### config.mk
export PLATFORM = sky130hd
export DESIGN_NAME = hsv_to_rgb_converter_unit
export DESIGN_NICKNAME = d
export VERILOG_FILES = /design/src/rtl/hsvrgb_pkg.sv /design/src/rtl/hsv_to_rgb_converter_unit.sv
export SDC_FILE = /design/constraint.sdc
export NUM_CORES = 2
export LEC_CHECK = 0
export BUFFER_PORTS_ARGS = -buffer_cell sky130_fd_sc_hd__buf_4
export CAP_MARGIN = 30
export CORE_ASPECT_RATIO = 0.6
export CORE_MARGIN = 10
export CORE_UTILIZATION = 45
export DETAILED_ROUTE_END_ITERATION = 8
export GPL_ROUTABILITY_DRIVEN = 0
export HOLD_SLACK_MARGIN = 0.08
export SLEW_MARGIN = 20
export SYNTH_ARGS = -nofsm -noshare
export SYNTH_HDL_FRONTEND = slang
export SYNTH_SLANG_ARGS = --single-unit
### constraint.sdc
create_clock -name clk -period 9.21 [get_ports clk]
set_input_delay 1.3815 -clock clk [delete_from_list [all_inputs] [get_ports clk]]
set_output_delay 1.3815 -clock clk [all_outputs]
set_load 0.02 [all_outputs]
### src/rtl/hsvrgb_pkg.sv
// shared widths, constants and sector codes for the hsv to rgb converter
// no dependencies
package hsvrgb_pkg;

    localparam int HUE_W    = 9;
    localparam int CH_W     = 8;
    localparam int REM_W    = 6;
    localparam int NUM_W    = 14;
    localparam int XQT_W    = CH_W + NUM_W;
    localparam int XP_W     = 2 * CH_W;

    localparam int SECTOR_DEG = 60;
    localparam int TURN_DEG   = 360;
    localparam int FULL_SCALE = 255;
    localparam int DEN_QT     = FULL_SCALE * SECTOR_DEG;

    // reciprocal of 15300 scaled by 2^32, floor
    localparam int RECIP_QT_W = 19;
    localparam int SHIFT_QT   = 32;
    localparam logic [RECIP_QT_W-1:0] RECIP_QT = RECIP_QT_W'(280716);

    // reciprocal of 255 scaled by 2^24, floor
    localparam int RECIP_P_W = 17;
    localparam int SHIFT_P   = 24;
    localparam logic [RECIP_P_W-1:0] RECIP_P = RECIP_P_W'(65793);

    localparam int PROD_QT_W = XQT_W + RECIP_QT_W;
    localparam int PROD_P_W  = XP_W + RECIP_P_W;

    typedef enum logic [2:0] {
        SECT_RED_YELLOW    = 3'd0,
        SECT_YELLOW_GREEN  = 3'd1,
        SECT_GREEN_CYAN    = 3'd2,
        SECT_CYAN_BLUE     = 3'd3,
        SECT_BLUE_MAGENTA  = 3'd4,
        SECT_MAGENTA_RED   = 3'd5
    } sector_t;

endpackage

### src/rtl/hsv_to_rgb_converter_unit.sv
// hsv to rgb converter, five-stage pipeline, top level
// depends on hsvrgb_pkg
//
// usage
//   input word: hue_degrees (0..359, 360..511 wraps one turn), saturation and
//   brightness_value (8-bit fractions, 255 is 1.0). a word is taken at a rising
//   edge with start high and busy low. busy stays low: the pipeline takes a
//   new word every cycle.
//   result word: red, green, blue, shown for exactly one cycle with done high.
//   the receiver cannot stall, so no backpressure exists and none is needed.
// pipeline
//   a word taken at an edge passes the five register stages in order: hue split,
//   numerators, value products, reciprocal products, then correction and channel
//   select. done rises together with the result. one word per clock.
// reset
//   rst_n clears the valid bits of every stage, so no done follows reset;
//   the data registers are not reset. there is no other state.
module hsv_to_rgb_converter_unit
    import hsvrgb_pkg::*;
(
    input  logic              clk,
    input  logic              rst_n,
    input  logic              start,
    output logic              busy,
    input  logic [HUE_W-1:0]  hue_degrees,
    input  logic [CH_W-1:0]   saturation,
    input  logic [CH_W-1:0]   brightness_value,
    output logic              done,
    output logic [CH_W-1:0]   red,
    output logic [CH_W-1:0]   green,
    output logic [CH_W-1:0]   blue
);

    localparam logic [HUE_W-1:0] HUE_TURN  = HUE_W'(TURN_DEG);
    localparam logic [HUE_W-1:0] HUE_60    = HUE_W'(SECTOR_DEG);
    localparam logic [HUE_W-1:0] HUE_120   = HUE_W'(2 * SECTOR_DEG);
    localparam logic [HUE_W-1:0] HUE_180   = HUE_W'(3 * SECTOR_DEG);
    localparam logic [HUE_W-1:0] HUE_240   = HUE_W'(4 * SECTOR_DEG);
    localparam logic [HUE_W-1:0] HUE_300   = HUE_W'(5 * SECTOR_DEG);
    localparam logic [REM_W-1:0] REM_SPAN  = REM_W'(SECTOR_DEG);
    localparam logic [NUM_W-1:0] NUM_DEN   = NUM_W'(DEN_QT);
    localparam logic [CH_W-1:0]  CH_FULL   = CH_W'(FULL_SCALE);
    localparam logic [XQT_W-1:0] XQT_DEN   = XQT_W'(DEN_QT);
    localparam logic [XP_W-1:0]  XP_DEN    = XP_W'(FULL_SCALE);

    // the pipeline never holds off a word
    assign busy = 1'b0;

    // valid bits, one per stage
    logic s1_valid_reg, s2_valid_reg, s3_valid_reg, s4_valid_reg, done_reg;

    // stage 1: wrap hue and split into sector and remainder
    logic [HUE_W-1:0] hue_wrap;
    logic [HUE_W-1:0] sect_base;
    logic [HUE_W-1:0] rem_full;
    sector_t          sect_next;
    logic [REM_W-1:0] rem_next;

    sector_t          s1_sect_reg;
    logic [REM_W-1:0] s1_rem_reg;
    logic [CH_W-1:0]  s1_sat_reg;
    logic [CH_W-1:0]  s1_val_reg;

    assign hue_wrap = (hue_degrees >= HUE_TURN) ? hue_degrees - HUE_TURN : hue_degrees;

    always_comb
    begin
        if (hue_wrap < HUE_60)
        begin
            sect_next = SECT_RED_YELLOW;
            sect_base = '0;
        end
        else if (hue_wrap < HUE_120)
        begin
            sect_next = SECT_YELLOW_GREEN;
            sect_base = HUE_60;
        end
        else if (hue_wrap < HUE_180)
        begin
            sect_next = SECT_GREEN_CYAN;
            sect_base = HUE_120;
        end
        else if (hue_wrap < HUE_240)
        begin
            sect_next = SECT_CYAN_BLUE;
            sect_base = HUE_180;
        end
        else if (hue_wrap < HUE_300)
        begin
            sect_next = SECT_BLUE_MAGENTA;
            sect_base = HUE_240;
        end
        else
        begin
            sect_next = SECT_MAGENTA_RED;
            sect_base = HUE_300;
        end
    end

    assign rem_full = hue_wrap - sect_base;
    assign rem_next = rem_full[REM_W-1:0];

    // stage 2: numerators of p, q and t
    logic [NUM_W-1:0] sr_q, sr_t;
    logic [REM_W-1:0] rem_c;
    logic [NUM_W-1:0] num_q_next, num_t_next;
    logic [CH_W-1:0]  num_p_next;

    sector_t          s2_sect_reg;
    logic [CH_W-1:0]  s2_val_reg;
    logic [NUM_W-1:0] s2_num_q_reg, s2_num_t_reg;
    logic [CH_W-1:0]  s2_num_p_reg;

    assign rem_c      = REM_SPAN - s1_rem_reg;
    assign sr_q       = NUM_W'(s1_sat_reg) * NUM_W'(s1_rem_reg);
    assign sr_t       = NUM_W'(s1_sat_reg) * NUM_W'(rem_c);
    assign num_q_next = NUM_DEN - sr_q;
    assign num_t_next = NUM_DEN - sr_t;
    assign num_p_next = CH_FULL - s1_sat_reg;

    // stage 3: scale by value
    logic [XQT_W-1:0] xq_next, xt_next;
    logic [XP_W-1:0]  xp_next;

    sector_t          s3_sect_reg;
    logic [CH_W-1:0]  s3_val_reg;
    logic [XQT_W-1:0] s3_xq_reg, s3_xt_reg;
    logic [XP_W-1:0]  s3_xp_reg;

    assign xq_next = XQT_W'(s2_val_reg) * XQT_W'(s2_num_q_reg);
    assign xt_next = XQT_W'(s2_val_reg) * XQT_W'(s2_num_t_reg);
    assign xp_next = XP_W'(s2_val_reg) * XP_W'(s2_num_p_reg);

    // stage 4: quotient estimate by reciprocal, never above the true quotient
    // and at most one below it
    logic [PROD_QT_W-1:0] pq_prod, pt_prod;
    logic [PROD_P_W-1:0]  pp_prod;

    sector_t          s4_sect_reg;
    logic [CH_W-1:0]  s4_val_reg;
    logic [XQT_W-1:0] s4_xq_reg, s4_xt_reg;
    logic [XP_W-1:0]  s4_xp_reg;
    logic [CH_W-1:0]  s4_eq_reg, s4_et_reg, s4_ep_reg;

    assign pq_prod = PROD_QT_W'(s3_xq_reg) * PROD_QT_W'(RECIP_QT);
    assign pt_prod = PROD_QT_W'(s3_xt_reg) * PROD_QT_W'(RECIP_QT);
    assign pp_prod = PROD_P_W'(s3_xp_reg) * PROD_P_W'(RECIP_P);

    // stage 5: correct the estimates, pick channel order
    logic [XQT_W-1:0] rq, rt;
    logic [XP_W-1:0]  rp;
    logic [CH_W-1:0]  q_val, t_val, p_val;
    logic [CH_W-1:0]  red_next, green_next, blue_next;
    logic [CH_W-1:0]  red_reg, green_reg, blue_reg;

    assign rq = s4_xq_reg - XQT_W'(s4_eq_reg) * XQT_DEN;
    assign rt = s4_xt_reg - XQT_W'(s4_et_reg) * XQT_DEN;
    assign rp = s4_xp_reg - XP_W'(s4_ep_reg) * XP_DEN;

    assign q_val = s4_eq_reg + CH_W'(rq >= XQT_DEN);
    assign t_val = s4_et_reg + CH_W'(rt >= XQT_DEN);
    assign p_val = s4_ep_reg + CH_W'(rp >= XP_DEN);

    // zero saturation makes p, q and t equal value, so grey needs no bypass
    always_comb
    begin
        case (s4_sect_reg)
            SECT_RED_YELLOW:
            begin
                red_next   = s4_val_reg;
                green_next = t_val;
                blue_next  = p_val;
            end
            SECT_YELLOW_GREEN:
            begin
                red_next   = q_val;
                green_next = s4_val_reg;
                blue_next  = p_val;
            end
            SECT_GREEN_CYAN:
            begin
                red_next   = p_val;
                green_next = s4_val_reg;
                blue_next  = t_val;
            end
            SECT_CYAN_BLUE:
            begin
                red_next   = p_val;
                green_next = q_val;
                blue_next  = s4_val_reg;
            end
            SECT_BLUE_MAGENTA:
            begin
                red_next   = t_val;
                green_next = p_val;
                blue_next  = s4_val_reg;
            end
            default:
            begin
                red_next   = s4_val_reg;
                green_next = p_val;
                blue_next  = q_val;
            end
        endcase
    end

    // valid chain
    always_ff @(posedge clk or negedge rst_n)
    begin
        if (!rst_n)
        begin
            s1_valid_reg <= 1'b0;
            s2_valid_reg <= 1'b0;
            s3_valid_reg <= 1'b0;
            s4_valid_reg <= 1'b0;
            done_reg     <= 1'b0;
        end
        else
        begin
            s1_valid_reg <= start & ~busy;
            s2_valid_reg <= s1_valid_reg;
            s3_valid_reg <= s2_valid_reg;
            s4_valid_reg <= s3_valid_reg;
            done_reg     <= s4_valid_reg;
        end
    end

    // data registers, no reset
    always_ff @(posedge clk)
    begin
        s1_sect_reg  <= sect_next;
        s1_rem_reg   <= rem_next;
        s1_sat_reg   <= saturation;
        s1_val_reg   <= brightness_value;

        s2_sect_reg  <= s1_sect_reg;
        s2_val_reg   <= s1_val_reg;
        s2_num_q_reg <= num_q_next;
        s2_num_t_reg <= num_t_next;
        s2_num_p_reg <= num_p_next;

        s3_sect_reg  <= s2_sect_reg;
        s3_val_reg   <= s2_val_reg;
        s3_xq_reg    <= xq_next;
        s3_xt_reg    <= xt_next;
        s3_xp_reg    <= xp_next;

        s4_sect_reg  <= s3_sect_reg;
        s4_val_reg   <= s3_val_reg;
        s4_xq_reg    <= s3_xq_reg;
        s4_xt_reg    <= s3_xt_reg;
        s4_xp_reg    <= s3_xp_reg;
        s4_eq_reg    <= pq_prod[SHIFT_QT+CH_W-1:SHIFT_QT];
        s4_et_reg    <= pt_prod[SHIFT_QT+CH_W-1:SHIFT_QT];
        s4_ep_reg    <= pp_prod[SHIFT_P+CH_W-1:SHIFT_P];

        red_reg      <= red_next;
        green_reg    <= green_next;
        blue_reg     <= blue_next;
    end

    assign done  = done_reg;
    assign red   = red_reg;
    assign green = green_reg;
    assign blue  = blue_reg;

endmodule

==> flow_summary.rst <==
.. list-table::
   :header-rows: 1

   * - Metric
     - Value
   * - Final critical-path share of the clock period
     - roughly 82%
   * - Net count after synthesis
     - 4961
   * - Number of buffers added by the clock tree synthesis step
     - 30
   * - Timing startpoint of the critical path
     - s4_et_reg[2]$_DFF_P_
   * - Rel. slew slack
     - 39.6%
   * - Required time at the worst-slack endpoint
     - 9.69 ns
   * - Post-synthesis to final-layout area growth
     - 7.40%
   * - Starting density of the core
     - 45.5%
   * - Multiplexer fraction of the synthesized cell area
     - less than 1%
   * - Leading cell types by total area after synthesis
     - sky130_fd_sc_hd__fa_1 25%, sky130_fd_sc_hd__ha_1 25%, sky130_fd_sc_hd__dfxtp_1 15%, sky130_fd_sc_hd__inv_1 8.3%, sky130_fd_sc_hd__and2_1 3.5%
   * - Routed length per placed instance
     - 16.4 um
   * - Number of setup violations in the final report
     - 0
   * - Global-route wire length before repair
     - 134000 um
   * - Maximum count of clock buffers along a single path
     - 3
   * - Antenna violations before repair
     - 2
   * - Capturing instance or port of the critical path
     - blue[2]$_DFF_P_
   * - Flip-flop cell with the highest count after synthesis
     - sky130_fd_sc_hd__dfxtp_1
   * - Post-synthesis sequential area ratio
     - 14.9%
   * - Critical path start-end classification
     - flop to flop
   * - Largest stage delay on the critical path
     - 0.53 ns
   * - Worst Tran Pin Value
     - ~0.90 ns
   * - Ys Warns
     - 0
   * - Worst Setup Start Kind
     - flop
   * - Proportion of netlist area held by the largest area contributor
     - 25.2%
   * - Post-synth top area cell
     - sky130_fd_sc_hd__fa_1
   * - Synthesized flop and latch total
     - 261
   * - CTS tree
     - yes
   * - Remaining DRCs
     - 0
   * - Maxcap violations
     - 0
   * - Syn Inst Count
     - between 3000 and 4000
   * - Half-perimeter wire length after detailed placement
     - 67200 um
   * - Highest fanout seen on the critical path
     - 8
   * - Setup repair after global routing missed its margin
     - no
   * - Pin count of the biggest net entering global routing
     - 48
   * - 1st-iter DRT viols
     - 1554
   * - Fraction of the mapped netlist area in adder cells
     - 50.0%
   * - Post-CTS Hold Fix Bufs
     - 0
   * - Commonest cells in the synthesized netlist
     - 778 x sky130_fd_sc_hd__inv_1, 697 x sky130_fd_sc_hd__ha_1, 445 x sky130_fd_sc_hd__fa_1, 286 x sky130_fd_sc_hd__nand2_1, 256 x sky130_fd_sc_hd__dfxtp_1
   * - Fmax
     - 133 MHz
   * - Syn Std Cell Area
     - 0.0353 mm^2
   * - Number of rows in the core area
     - 79
   * - Result of the run
     - finished clean
   * - Net total in the final layout
     - between 4000 and 5000
   * - RR Startpoint
     - s4_et_reg[2]$_DFF_P_
   * - Proportion of register bits with asynchronous set or reset after synthesis
     - 1.92%
   * - Post-synth EDFFs
     - 0
   * - Post-cts resize count
     - 0
   * - Parity-gate share of the synthesized area counting xor and xnor cells
     - 4.12%
   * - Endpoints failing hold
     - 0
   * - Mapped Avg Cell Area
     - 9.31 um^2
   * - Overflow left after global routing
     - 0
   * - Vias in the first global route
     - 24600
   * - Sum of negative setup slack
     - 0 ns
   * - Worst Reg2Reg Path Length in Cells
     - 31
   * - Clock root buffer master
     - sky130_fd_sc_hd__clkbuf_16
   * - Io pins
     - 54
   * - Area enclosed by the die boundary
     - 0.0904 mm^2
   * - Final count of pins violating max slew
     - 0
   * - Hold slack final
     - around 0.33 ns
   * - Complex-gate fraction of the synthesized area
     - 9.35%
   * - Worst-path cell with the longest stage delay
     - sky130_fd_sc_hd__dfxtp_1
   * - Post-route standard cell area excluding fillers
     - 0.0379 mm^2
   * - Total track usage
     - 18.0%
   * - Arrival @ worst endpoint
     - 8.00 ns
   * - Vertical extent of the die
     - 237 um
   * - Flop2flop setup slack
     - roughly 1.7 ns
   * - Skew final
     - 0.0215 ns
   * - Post-CTS setup-driven buffer insertion count
     - 0
   * - Core area
     - 0.0776 mm^2
   * - Clk sink count
     - 261
   * - Final wirelength
     - 80500 um
   * - Antenna Nets Post-Route
     - 0
   * - Horizontal die dimension
     - 382 um
   * - Fraction of layout instances using a drive strength above 1
     - 3.82%
   * - Type of element capturing the critical path
     - flop
   * - Most repeated library cell on the critical path
     - sky130_fd_sc_hd__ha_1
   * - H-tree levels
     - 1
   * - Final period demand of the worst path
     - 7.52 ns
   * - Number of vias per cell after detailed routing
     - 5.02
   * - Main combinational cell family by area after synthesis
     - adder cells
   * - Vias post-DR
     - 24600
   * - Distinct cell type count after synthesis
     - between 70 and 80
   * - Kind of path behind the tightest hold check
     - flop to flop
   * - Clock slew seen by the registers of the worst setup and hold paths
     - about 0.07 ns
   * - Post-DP Area
     - 0.0368 mm^2
   * - Clock latency at the later pin of the worst-skew pair
     - just over 0.6 ns
   * - Number of optimization iterations in the first detailed-route pass
     - 5
   * - Number of I/O port buffers
     - 52
   * - Antenna Diode Count
     - 0
   * - Max reg flops
     - 22
   * - Simple-gate share of the synthesized area
     - a little under an eighth
   * - Worst r2r dst
     - blue[2]$_DFF_P_
   * - Most numerous cell in the Yosys netlist
     - sky130_fd_sc_hd__inv_1
cell usage in the layout, fill, tap and decap left out, types with 9 or more instances in the layout:
master	count
sky130_fd_sc_hd__buf_4	62
sky130_fd_sc_hd__dfxtp_1	256
sky130_fd_sc_hd__xnor2_1	112
sky130_fd_sc_hd__nor2b_1	26
sky130_fd_sc_hd__ha_1	697
sky130_fd_sc_hd__mux2_2	9
sky130_fd_sc_hd__a21o_1	40
sky130_fd_sc_hd__o31ai_1	10
sky130_fd_sc_hd__and2_1	199
sky130_fd_sc_hd__o2111ai_1	10
sky130_fd_sc_hd__o22ai_1	10
sky130_fd_sc_hd__nand4_1	23
sky130_fd_sc_hd__nor4_1	11
sky130_fd_sc_hd__inv_1	778
sky130_fd_sc_hd__o211ai_1	18
sky130_fd_sc_hd__nand2b_1	12
sky130_fd_sc_hd__nor3_1	45
sky130_fd_sc_hd__a211oi_1	26
sky130_fd_sc_hd__or2_2	11
sky130_fd_sc_hd__nand3_1	41
sky130_fd_sc_hd__mux2i_1	18
sky130_fd_sc_hd__o21a_1	27
sky130_fd_sc_hd__o21bai_1	16
sky130_fd_sc_hd__xor2_1	54
sky130_fd_sc_hd__nand2_1	286
sky130_fd_sc_hd__a31oi_1	26
sky130_fd_sc_hd__or3_1	14
sky130_fd_sc_hd__nor2_1	134
sky130_fd_sc_hd__a21oi_1	146
sky130_fd_sc_hd__and3_1	17
sky130_fd_sc_hd__o21ai_0	98
sky130_fd_sc_hd__fa_1	445
sky130_fd_sc_hd__a21boi_0	12
sky130_fd_sc_hd__clkbuf_16	30
metal layers:
metal | GRT usage [%] | wire length, um | vias up
li1 | - | - | 12400
met1 | 30.0 | 45900 | 11700
met2 | 23.5 | 28800 | 468
met3 | 3.51 | 4880 | 55
met4 | 2.16 | 950 | 0
met5 | 0 | 0 | -
kinds of logic (layout without fill, tap and decap cells):
kind of cell / after synthesis / after routing
AOI/OAI and AO/OA: 508 / 508
other: 1 / 1
muxes: 27 / 27
xor gates and xnor gates: 166 / 166
adders and majority gates: 1142 / 1142
DFF: 261 / 261
and+or+nand+nor: 850 / 850
buffers and inverters: 836 / 896
per-stage QoR:
stage	setup WS [ns]	utilization [%]	std cells
finish	1.69	48.9	4904
global placement	1.87	47.5	4848
floorplan	2.63	-	3791
global route	1.11	48.9	4904
detailed placement	1.81	47.5	4848
CTS	1.78	48.8	4903
critical path: cells and delay by family, from the launching register on:
family	cells	cell delay, ns
AO/OA/AOI/OAI	12	1.82
XOR/XNOR	2	0.49
adder cells (fa/ha/maj)	8	2.82
buffers and inverters	2	0.10
flip-flops	1	0.53
AND/OR/NAND/NOR	7	1.64
layout make-up:
type / count / area, um^2
fill: 7310 / 39700
multi-input combinational: 2694 / 26900
sequential: 261 / 5250
inverter: 779 / 2920
tap: 1053 / 1320
clock buffer: 37 / 797
timing repair buffer: 62 / 465
clock inverter: 18 / 256
worst min path at each step:
stage | start | endpoint | slack [ns] | cells after the start
after floorplan | s1_sect_reg[0]$_SDFF_PN0_ | s2_sect_reg[0]$_DFF_P_ | 0.31 | 0
after global placement | s1_val_reg[4]$_DFF_P_ | s2_val_reg[4]$_DFF_P_ | 0.31 | 0
after detailed placement | s3_val_reg[4]$_DFF_P_ | s4_val_reg[4]$_DFF_P_ | 0.31 | 0
after CTS | s3_sect_reg[0]$_DFF_P_ | s4_sect_reg[0]$_DFF_P_ | 0.33 | 0
after global routing | s3_sect_reg[0]$_DFF_P_ | s4_sect_reg[0]$_DFF_P_ | 0.33 | 0
final | s1_val_reg[2]$_DFF_P_ | s2_val_reg[2]$_DFF_P_ | 0.33 | 0
Power is left out: the tool's default activity adds up to more than one toggle a clock period on the data nets, which glitch-free logic cannot reach.
